[config.mk]
export PLATFORM = sky130hd
export DESIGN_NAME = key_grab_match_table_unit
export DESIGN_NICKNAME = d
export VERILOG_FILES = /design/src/design/kgm_pkg.sv /design/src/design/kgm_match.sv /design/src/design/key_grab_match_table_unit.sv
export SDC_FILE = /design/constraint.sdc
export NUM_CORES = 1
export LEC_CHECK = 0
export ABC_AREA = 1
export BUFFER_PORTS_ARGS = -buffer_cell sky130_fd_sc_hd__buf_4
export CAP_MARGIN = 20
export CORE_UTILIZATION = 40
export CTS_BUF_LIST = sky130_fd_sc_hd__clkbuf_16
export CTS_CLUSTER_SIZE = 16
export DETAILED_ROUTE_END_ITERATION = 8
export PLACE_DENSITY_LB_ADDON = 0.2
export SYNTH_ARGS = -nofsm -noshare
export SYNTH_HDL_FRONTEND = slang
export SYNTH_SLANG_ARGS = --single-unit
[constraint.sdc]
create_clock -name clk -period 16.1 [get_ports clk]
set_input_delay 3.22 -clock clk [delete_from_list [all_inputs] [get_ports clk]]
set_output_delay 3.22 -clock clk [all_outputs]
set_load 0.005 [all_outputs]
[src/design/kgm_pkg.sv]
// Types and constants shared by the key grab match table.
package kgm_pkg;

    localparam logic [1:0] FUNC_GRAB   = 2'd0;
    localparam logic [1:0] FUNC_UNGRAB = 2'd1;
    localparam logic [1:0] FUNC_FIND   = 2'd2;

    localparam logic [7:0]  ANY_KEY  = 8'h00;
    localparam logic [15:0] ANY_MODS = 16'h8000;

    localparam int unsigned RCW = 5;
    localparam logic [RCW-1:0] REMOVED_MAX = 5'd31;

    typedef struct packed {
        logic [1:0]  func;
        logic [7:0]  key_code;
        logic [15:0] modifier_mask;
        logic [31:0] window_id;
    } req_t;

    typedef struct packed {
        logic           status;
        logic [31:0]    found_window;
        logic [RCW-1:0] removed_count;
    } rsp_t;

    typedef struct packed {
        logic [7:0]  key;
        logic [15:0] mods;
        logic [31:0] win;
    } entry_t;

endpackage

[src/design/kgm_match.sv]
// Shared entry compare unit: ungrab and find matching rules.
module kgm_match (
    input  kgm_pkg::entry_t entry,
    input  kgm_pkg::req_t   req,
    input  logic            find_mode,
    output logic            hit
);

    logic key_eq;
    logic mods_eq;
    logic ungrab_hit;
    logic find_hit;

    assign key_eq  = (entry.key == req.key_code);
    assign mods_eq = (entry.mods == req.modifier_mask);

    assign ungrab_hit = (entry.win == req.window_id)
                     && ((req.key_code == kgm_pkg::ANY_KEY) || key_eq)
                     && ((req.modifier_mask == kgm_pkg::ANY_MODS) || mods_eq);

    assign find_hit = ((entry.key == kgm_pkg::ANY_KEY) || key_eq)
                   && ((entry.mods == kgm_pkg::ANY_MODS) || mods_eq);

    assign hit = find_mode ? find_hit : ungrab_hit;

endmodule

[src/design/key_grab_match_table_unit.sv]
// Top level of the key grab match table: sequencer, entry memory and result register.
// The table holds up to TABLE_DEPTH grabs in age order in a single-port-write,
// registered-read memory. A grab word goes straight from acceptance to the done state.
// An ungrab walks every stored entry through one compare unit, compacting the
// survivors in place; on an empty table it goes straight to the done state.
// A find walks from the newest entry down and stops at the first hit, or goes
// straight to the done state on an empty table. One word is worked on at a time;
// req_ready is high only while the sequencer is idle, and a finished result waits
// in the output register while the next word is accepted. The done state of a
// word holds while an earlier result still waits there and rsp_ready is low.
// Reset empties the table at once.
module key_grab_match_table_unit #(
    parameter int unsigned TABLE_DEPTH = 16
) (
    input  logic            clk,
    input  logic            rst_n,
    input  logic            req_valid,
    output logic            req_ready,
    input  kgm_pkg::req_t   req,
    output logic            rsp_valid,
    input  logic            rsp_ready,
    output kgm_pkg::rsp_t   rsp
);

    localparam int unsigned IW = (TABLE_DEPTH > 1) ? $clog2(TABLE_DEPTH) : 1;
    localparam int unsigned CW = $clog2(TABLE_DEPTH + 1);

    localparam logic [1:0] S_IDLE = 2'd0;
    localparam logic [1:0] S_SCAN = 2'd1;
    localparam logic [1:0] S_DONE = 2'd2;

    logic [1:0]              state_reg, state_next;
    logic [CW-1:0]           cnt_reg, cnt_next;
    logic [CW-1:0]           left_reg, left_next;
    logic [CW-1:0]           wptr_reg, wptr_next;
    logic [IW-1:0]           idx_reg, idx_next;
    logic                    qv_reg, qv_next;
    logic [kgm_pkg::RCW-1:0] gone_reg, gone_next;
    logic                    st_reg, st_next;
    logic [31:0]             fw_reg, fw_next;
    kgm_pkg::req_t           req_reg, req_next;
    logic                    rsp_valid_reg, rsp_valid_next;
    kgm_pkg::rsp_t           rsp_reg, rsp_next;

    kgm_pkg::entry_t         mem [TABLE_DEPTH];
    kgm_pkg::entry_t         mem_q;
    logic                    wr_en;
    logic [IW-1:0]           wr_addr;
    kgm_pkg::entry_t         wr_data;

    logic                    hit;
    logic                    find_mode;
    logic [CW-1:0]           cnt_dec;
    logic [CW-1:0]           wptr_after;

    assign find_mode  = (req_reg.func == kgm_pkg::FUNC_FIND);
    assign cnt_dec    = cnt_reg - CW'(1);
    assign wptr_after = hit ? wptr_reg : wptr_reg + CW'(1);

    kgm_match u_match (
        .entry     (mem_q),
        .req       (req_reg),
        .find_mode (find_mode),
        .hit       (hit)
    );

    always_ff @(posedge clk)
    begin
        if (wr_en)
        begin
            mem[wr_addr] <= wr_data;
        end
        mem_q <= mem[idx_reg];
    end

    always_comb
    begin
        state_next     = state_reg;
        cnt_next       = cnt_reg;
        left_next      = left_reg;
        wptr_next      = wptr_reg;
        idx_next       = idx_reg;
        qv_next        = 1'b0;
        gone_next      = gone_reg;
        st_next        = st_reg;
        fw_next        = fw_reg;
        req_next       = req_reg;
        rsp_valid_next = rsp_valid_reg;
        rsp_next       = rsp_reg;
        req_ready      = 1'b0;
        wr_en          = 1'b0;
        wr_addr        = cnt_reg[IW-1:0];
        wr_data        = '{key: req.key_code, mods: req.modifier_mask, win: req.window_id};

        if (rsp_valid_reg && rsp_ready)
        begin
            rsp_valid_next = 1'b0;
        end

        unique case (state_reg)
            S_IDLE:
            begin
                req_ready = 1'b1;
                if (req_valid)
                begin
                    req_next  = req;
                    st_next   = 1'b0;
                    fw_next   = '0;
                    gone_next = '0;
                    wptr_next = '0;
                    left_next = cnt_reg;
                    state_next = S_DONE;
                    unique case (req.func)
                        kgm_pkg::FUNC_GRAB:
                        begin
                            if (cnt_reg >= CW'(TABLE_DEPTH))
                            begin
                                st_next = 1'b1;
                            end
                            else
                            begin
                                wr_en    = 1'b1;
                                cnt_next = cnt_reg + CW'(1);
                            end
                        end
                        kgm_pkg::FUNC_UNGRAB:
                        begin
                            idx_next = '0;
                            if (cnt_reg != '0)
                            begin
                                state_next = S_SCAN;
                            end
                        end
                        kgm_pkg::FUNC_FIND:
                        begin
                            idx_next = cnt_dec[IW-1:0];
                            if (cnt_reg != '0)
                            begin
                                state_next = S_SCAN;
                            end
                        end
                        default:
                        begin
                            state_next = S_DONE;
                        end
                    endcase
                end
            end
            S_SCAN:
            begin
                // issue the next read
                if (left_reg != '0)
                begin
                    qv_next   = 1'b1;
                    left_next = left_reg - CW'(1);
                    if (left_reg > CW'(1))
                    begin
                        idx_next = find_mode ? idx_reg - IW'(1) : idx_reg + IW'(1);
                    end
                end
                // evaluate the entry read last cycle
                if (qv_reg)
                begin
                    if (find_mode)
                    begin
                        if (hit)
                        begin
                            fw_next    = mem_q.win;
                            qv_next    = 1'b0;
                            state_next = S_DONE;
                        end
                        else if (left_reg == '0)
                        begin
                            state_next = S_DONE;
                        end
                    end
                    else
                    begin
                        if (hit)
                        begin
                            if (gone_reg != kgm_pkg::REMOVED_MAX)
                            begin
                                gone_next = gone_reg + kgm_pkg::RCW'(1);
                            end
                        end
                        else
                        begin
                            wr_en   = 1'b1;
                            wr_addr = wptr_reg[IW-1:0];
                            wr_data = mem_q;
                        end
                        wptr_next = wptr_after;
                        if (left_reg == '0)
                        begin
                            cnt_next   = wptr_after;
                            state_next = S_DONE;
                        end
                    end
                end
            end
            S_DONE:
            begin
                if (!rsp_valid_reg || rsp_ready)
                begin
                    rsp_valid_next         = 1'b1;
                    rsp_next.status        = st_reg;
                    rsp_next.found_window  = fw_reg;
                    rsp_next.removed_count = gone_reg;
                    state_next             = S_IDLE;
                end
            end
            default:
            begin
                state_next = S_IDLE;
            end
        endcase
    end

    always_ff @(posedge clk or negedge rst_n)
    begin
        if (!rst_n)
        begin
            state_reg     <= S_IDLE;
            cnt_reg       <= '0;
            left_reg      <= '0;
            wptr_reg      <= '0;
            idx_reg       <= '0;
            qv_reg        <= 1'b0;
            gone_reg      <= '0;
            rsp_valid_reg <= 1'b0;
        end
        else
        begin
            state_reg     <= state_next;
            cnt_reg       <= cnt_next;
            left_reg      <= left_next;
            wptr_reg      <= wptr_next;
            idx_reg       <= idx_next;
            qv_reg        <= qv_next;
            gone_reg      <= gone_next;
            rsp_valid_reg <= rsp_valid_next;
        end
    end

    always_ff @(posedge clk)
    begin
        st_reg  <= st_next;
        fw_reg  <= fw_next;
        req_reg <= req_next;
        rsp_reg <= rsp_next;
    end

    assign rsp_valid = rsp_valid_reg;
    assign rsp       = rsp_reg;

`ifndef SYNTHESIS
    a_cnt_bound: assert property (@(posedge clk) disable iff (!rst_n)
        cnt_reg <= CW'(TABLE_DEPTH))
        else $error("entry count above table depth");

    a_grab_grows: assert property (@(posedge clk) disable iff (!rst_n)
        (req_valid && req_ready && (req.func == kgm_pkg::FUNC_GRAB)
            && (cnt_reg < CW'(TABLE_DEPTH)))
        |=> (cnt_reg == $past(cnt_reg) + CW'(1)))
        else $error("accepted grab did not add an entry");

    a_full_clean: assert property (@(posedge clk) disable iff (!rst_n)
        (rsp_valid && rsp.status)
        |-> ((rsp.found_window == '0) && (rsp.removed_count == '0)))
        else $error("rejected grab word carries find or ungrab data");

    a_ready_idle: assert property (@(posedge clk) disable iff (!rst_n)
        (req_valid && req_ready) |=> !req_ready)
        else $error("second word accepted before the first finished");
`endif

endmodule
==> metrics.csv <==
metric,value,unit
outcome,"finished, final reports clean",
cts_resized,0,
critPathLaunch,req_valid,
hold_path_startpoint,fw_reg[2],
synth.avg_cell_area,13.1,um2
critical_path_class,input port to register,
cp.arrival,6.03,ns
min_period,5.70,ns
hold_class,register to register,
rsz0062_at_grt,false,
synth_seq_area_share,0.752,
design.portCount,102,
globalplace.congestion,0.776,
clkLatencyLatePin,0.71,ns
ir_drop,0.0000875,V
cp_top_family,simple AND/OR/NAND/NOR gates,
design_area,49400,um2
tritoncts,built,
crit_buf_inv,4,
cp_data_required_time,16.43,ns
cap_violations,0,
ys_ff_latch,1109,
largest_register_ffs,896,
pre_cts_ws,9.59,ns
ant_nets,0,
fp.dieW,331,um
max_stage_delay,0.74,ns
r2r-start,req_reg[1],
synthTopCellsByArea,"edfxtp_1, o21ai_0, nor2_1",
design.final.nets,3495,
htreeDepth,3,
dr.pass1.iters,6,
worstSetupEndpoint,mem[11][10],
cp.depth,8,
synth_nets,3394,
syn_area,43400,um2
grt_pass1_vias,26214,
via_count,26680,
clk_pin_slew,0.06,ns
netlist.area_leader.share,0.710,
drtIter0Drc,2227,
dp_hpwl,59400,um
worst_slack,10.40,ns
grt_pass1_wl,167000,um
coreArea,107000,um2
reg2reg_slack,11.18,ns
clock-sinks,1109,
cts_inserted_buffers,114,
port_buffers,101,
routedWlPerCell,22.5,um
path_cells,buf_4 > inv_1 > nor2_4 > inv_1 > o21ai_2 > nand3_2 > nor2_4 > buf_4,
period_share,0.354,
dieArea,110000,um2
powerDensity,165,nW/um2
grt_usage,0.200,
rows,120,
yosysWarnings,0,
slowest_stage,buf_4,
placed_cell_area,45800,um2
finClkSkew,0.0361,ns
via_per_inst,5.42,
antenna_found_initial,0,
cp-start-kind,input port,
synth_cell_types,40,
route.detailed.drc,0,
crit_path_end_kind,register,
grt_overflow,0,
synthToLayoutAreaGrowth,13.9,%
reg2regPathDepth,15,
setup_tns,0,ns
die_y,331,um
slew_headroom,0.234,
fmax,0.175,GHz
clockBufferDepth,3,
crit_fanout,41,
antenna_cells,0,
tightest_slew,1.15,ns
cts_setup_buffers,0,
syn_inst,3318,
routed_wl,111000,um
regToRegEndpoint,mem[11][10],
ctsHoldBuffers,0,
hold_viol_final,0,
initial_core_util,0.404,
synth_largest_area_cell,edfxtp_1,
setup_violations,0,
grt_max_degree,228,
leakage,0.0169,uW
layout-drive-gt1-share,0.115,
cts-root-buf,clkbuf_16,
maxSlewViolCount,0,
## layout by cell type (no fill, tap or decap), drive strengths merged, types with 5 or more instances in the layout
cell	count
nor4	5
clkinvlp	5
clkinv	49
o22ai	73
dfrtp	28
o221ai	156
inv	179
buf	192
o21ai	535
edfxtp	1025
nand2	310
xnor2	17
ha	13
nand3	72
dfxtp	56
nand4	8
nor2	566
a21oi	15
o211ai	71
xor2	9
clkbuf	117
## synth_stat cells
| cell | number |
|---|---|
| buf_12 | 1 |
| nor2_2 | 2 |
| buf_1 | 18 |
| ha_1 | 13 |
| a22oi_1 | 2 |
| o221ai_1 | 156 |
| a21oi_1 | 15 |
| nand3_1 | 67 |
| buf_2 | 20 |
| o211ai_1 | 71 |
| edfxtp_1 | 1025 |
| nor3_1 | 1 |
| inv_1 | 118 |
| o21ai_2 | 4 |
| inv_2 | 17 |
| o31ai_1 | 1 |
| nand2_2 | 4 |
| nand3b_1 | 2 |
| nand2_4 | 1 |
| buf_6 | 1 |
| xor2_1 | 9 |
| clkbuf_1 | 166 |
| fa_1 | 1 |
| nor3_2 | 1 |
| o21ai_0 | 531 |
| nor2_1 | 564 |
| o21a_1 | 1 |
| nand4_1 | 8 |
| a211oi_1 | 2 |
| nor4_1 | 5 |
| clkinv_1 | 2 |
| buf_4 | 1 |
| xnor2_1 | 17 |
| nand2_1 | 305 |
| dfxtp_1 | 56 |
| or2_2 | 2 |
| a31oi_1 | 2 |
| o22ai_1 | 73 |
| nand3_2 | 5 |
| dfrtp_1 | 28 |
## cell type report
type | instances | area (um2)
fillers | 9658 | 57800
flip-flops and latches | 1109 | 32600
multi-input cells | 1865 | 9550
clock buffers | 117 | 2930
well taps | 1403 | 1760
repair buffers | 192 | 1500
inverters | 137 | 528
clock inverters | 98 | 515
## how the worst min path moves through the flow
| stage | end | slack [ns] | cells past startpoint |
|---|---|---|---|
| floorplan | rsp[10] | 0.40 | 0 |
| global placement | rsp[17] | 0.40 | 0 |
| detailed placement | rsp[13] | 0.40 | 0 |
| CTS | rsp[34] | 0.42 | 0 |
| global route | rsp[7] | 0.42 | 0 |
| finish | rsp[7] | 0.41 | 0 |
## per-layer routing
layer  vias to the layer above  wire (um)  GRT usage
li1                      12449          -          -
met1                     13358      48500      0.269
met2                       676      54000      0.334
met3                       197       4780     0.0245
met4                         0       3350     0.0702
met5                         -          0          0
## worst register-to-register path: stages (launching register included)
cell	delay, ns
edfxtp_1	0.38
nand2_1	0.08
nand2_1	0.05
nor2_1	0.18
nand2_1	0.15
nor2_1	0.28
nand2_1	0.16
nor2_2	0.20
nand3_2	0.12
nand2_4	0.41
buf_4	0.52
o21ai_0	0.25
inv_1	0.12
nand2_1	0.25
nor2_4	0.58
buf_4	0.74
## cell families (layout without fill, tap and decap cells)
group,count (synthesis),in the layout,synth area share
AND/OR/NAND/NOR,967,967,0.0881
flip-flops,1109,1109,0.752
AO/OA/AOI/OAI,858,858,0.120
buffers and inverters,344,544,0.0310
XOR/XNOR,26,26,0.00525
adder cells (fa/ha/maj),14,14,0.00421
## where the power goes
group	internal [uW]	leakage (uW)	switching, uW
clock network	1340	0.00183	1090
logic	565	0.00496	1440
registers	3520	0.0101	169
## stage by stage
stage / hold slack [ns] / std cells / util / total power [uW]
finish: 0.413 / 4921 / 0.461 / 8130
global route: 0.418 / 4921 / 0.461 / 8550
CTS: 0.417 / 4911 / 0.460 / 8220
detailed placement: 0.405 / 4696 / 0.428 / 5780
global placement: 0.401 / 4691 / 0.427 / 5770
floorplan: 0.400 / 3318 / - / 4980
Power figures use the tool's default switching activity.
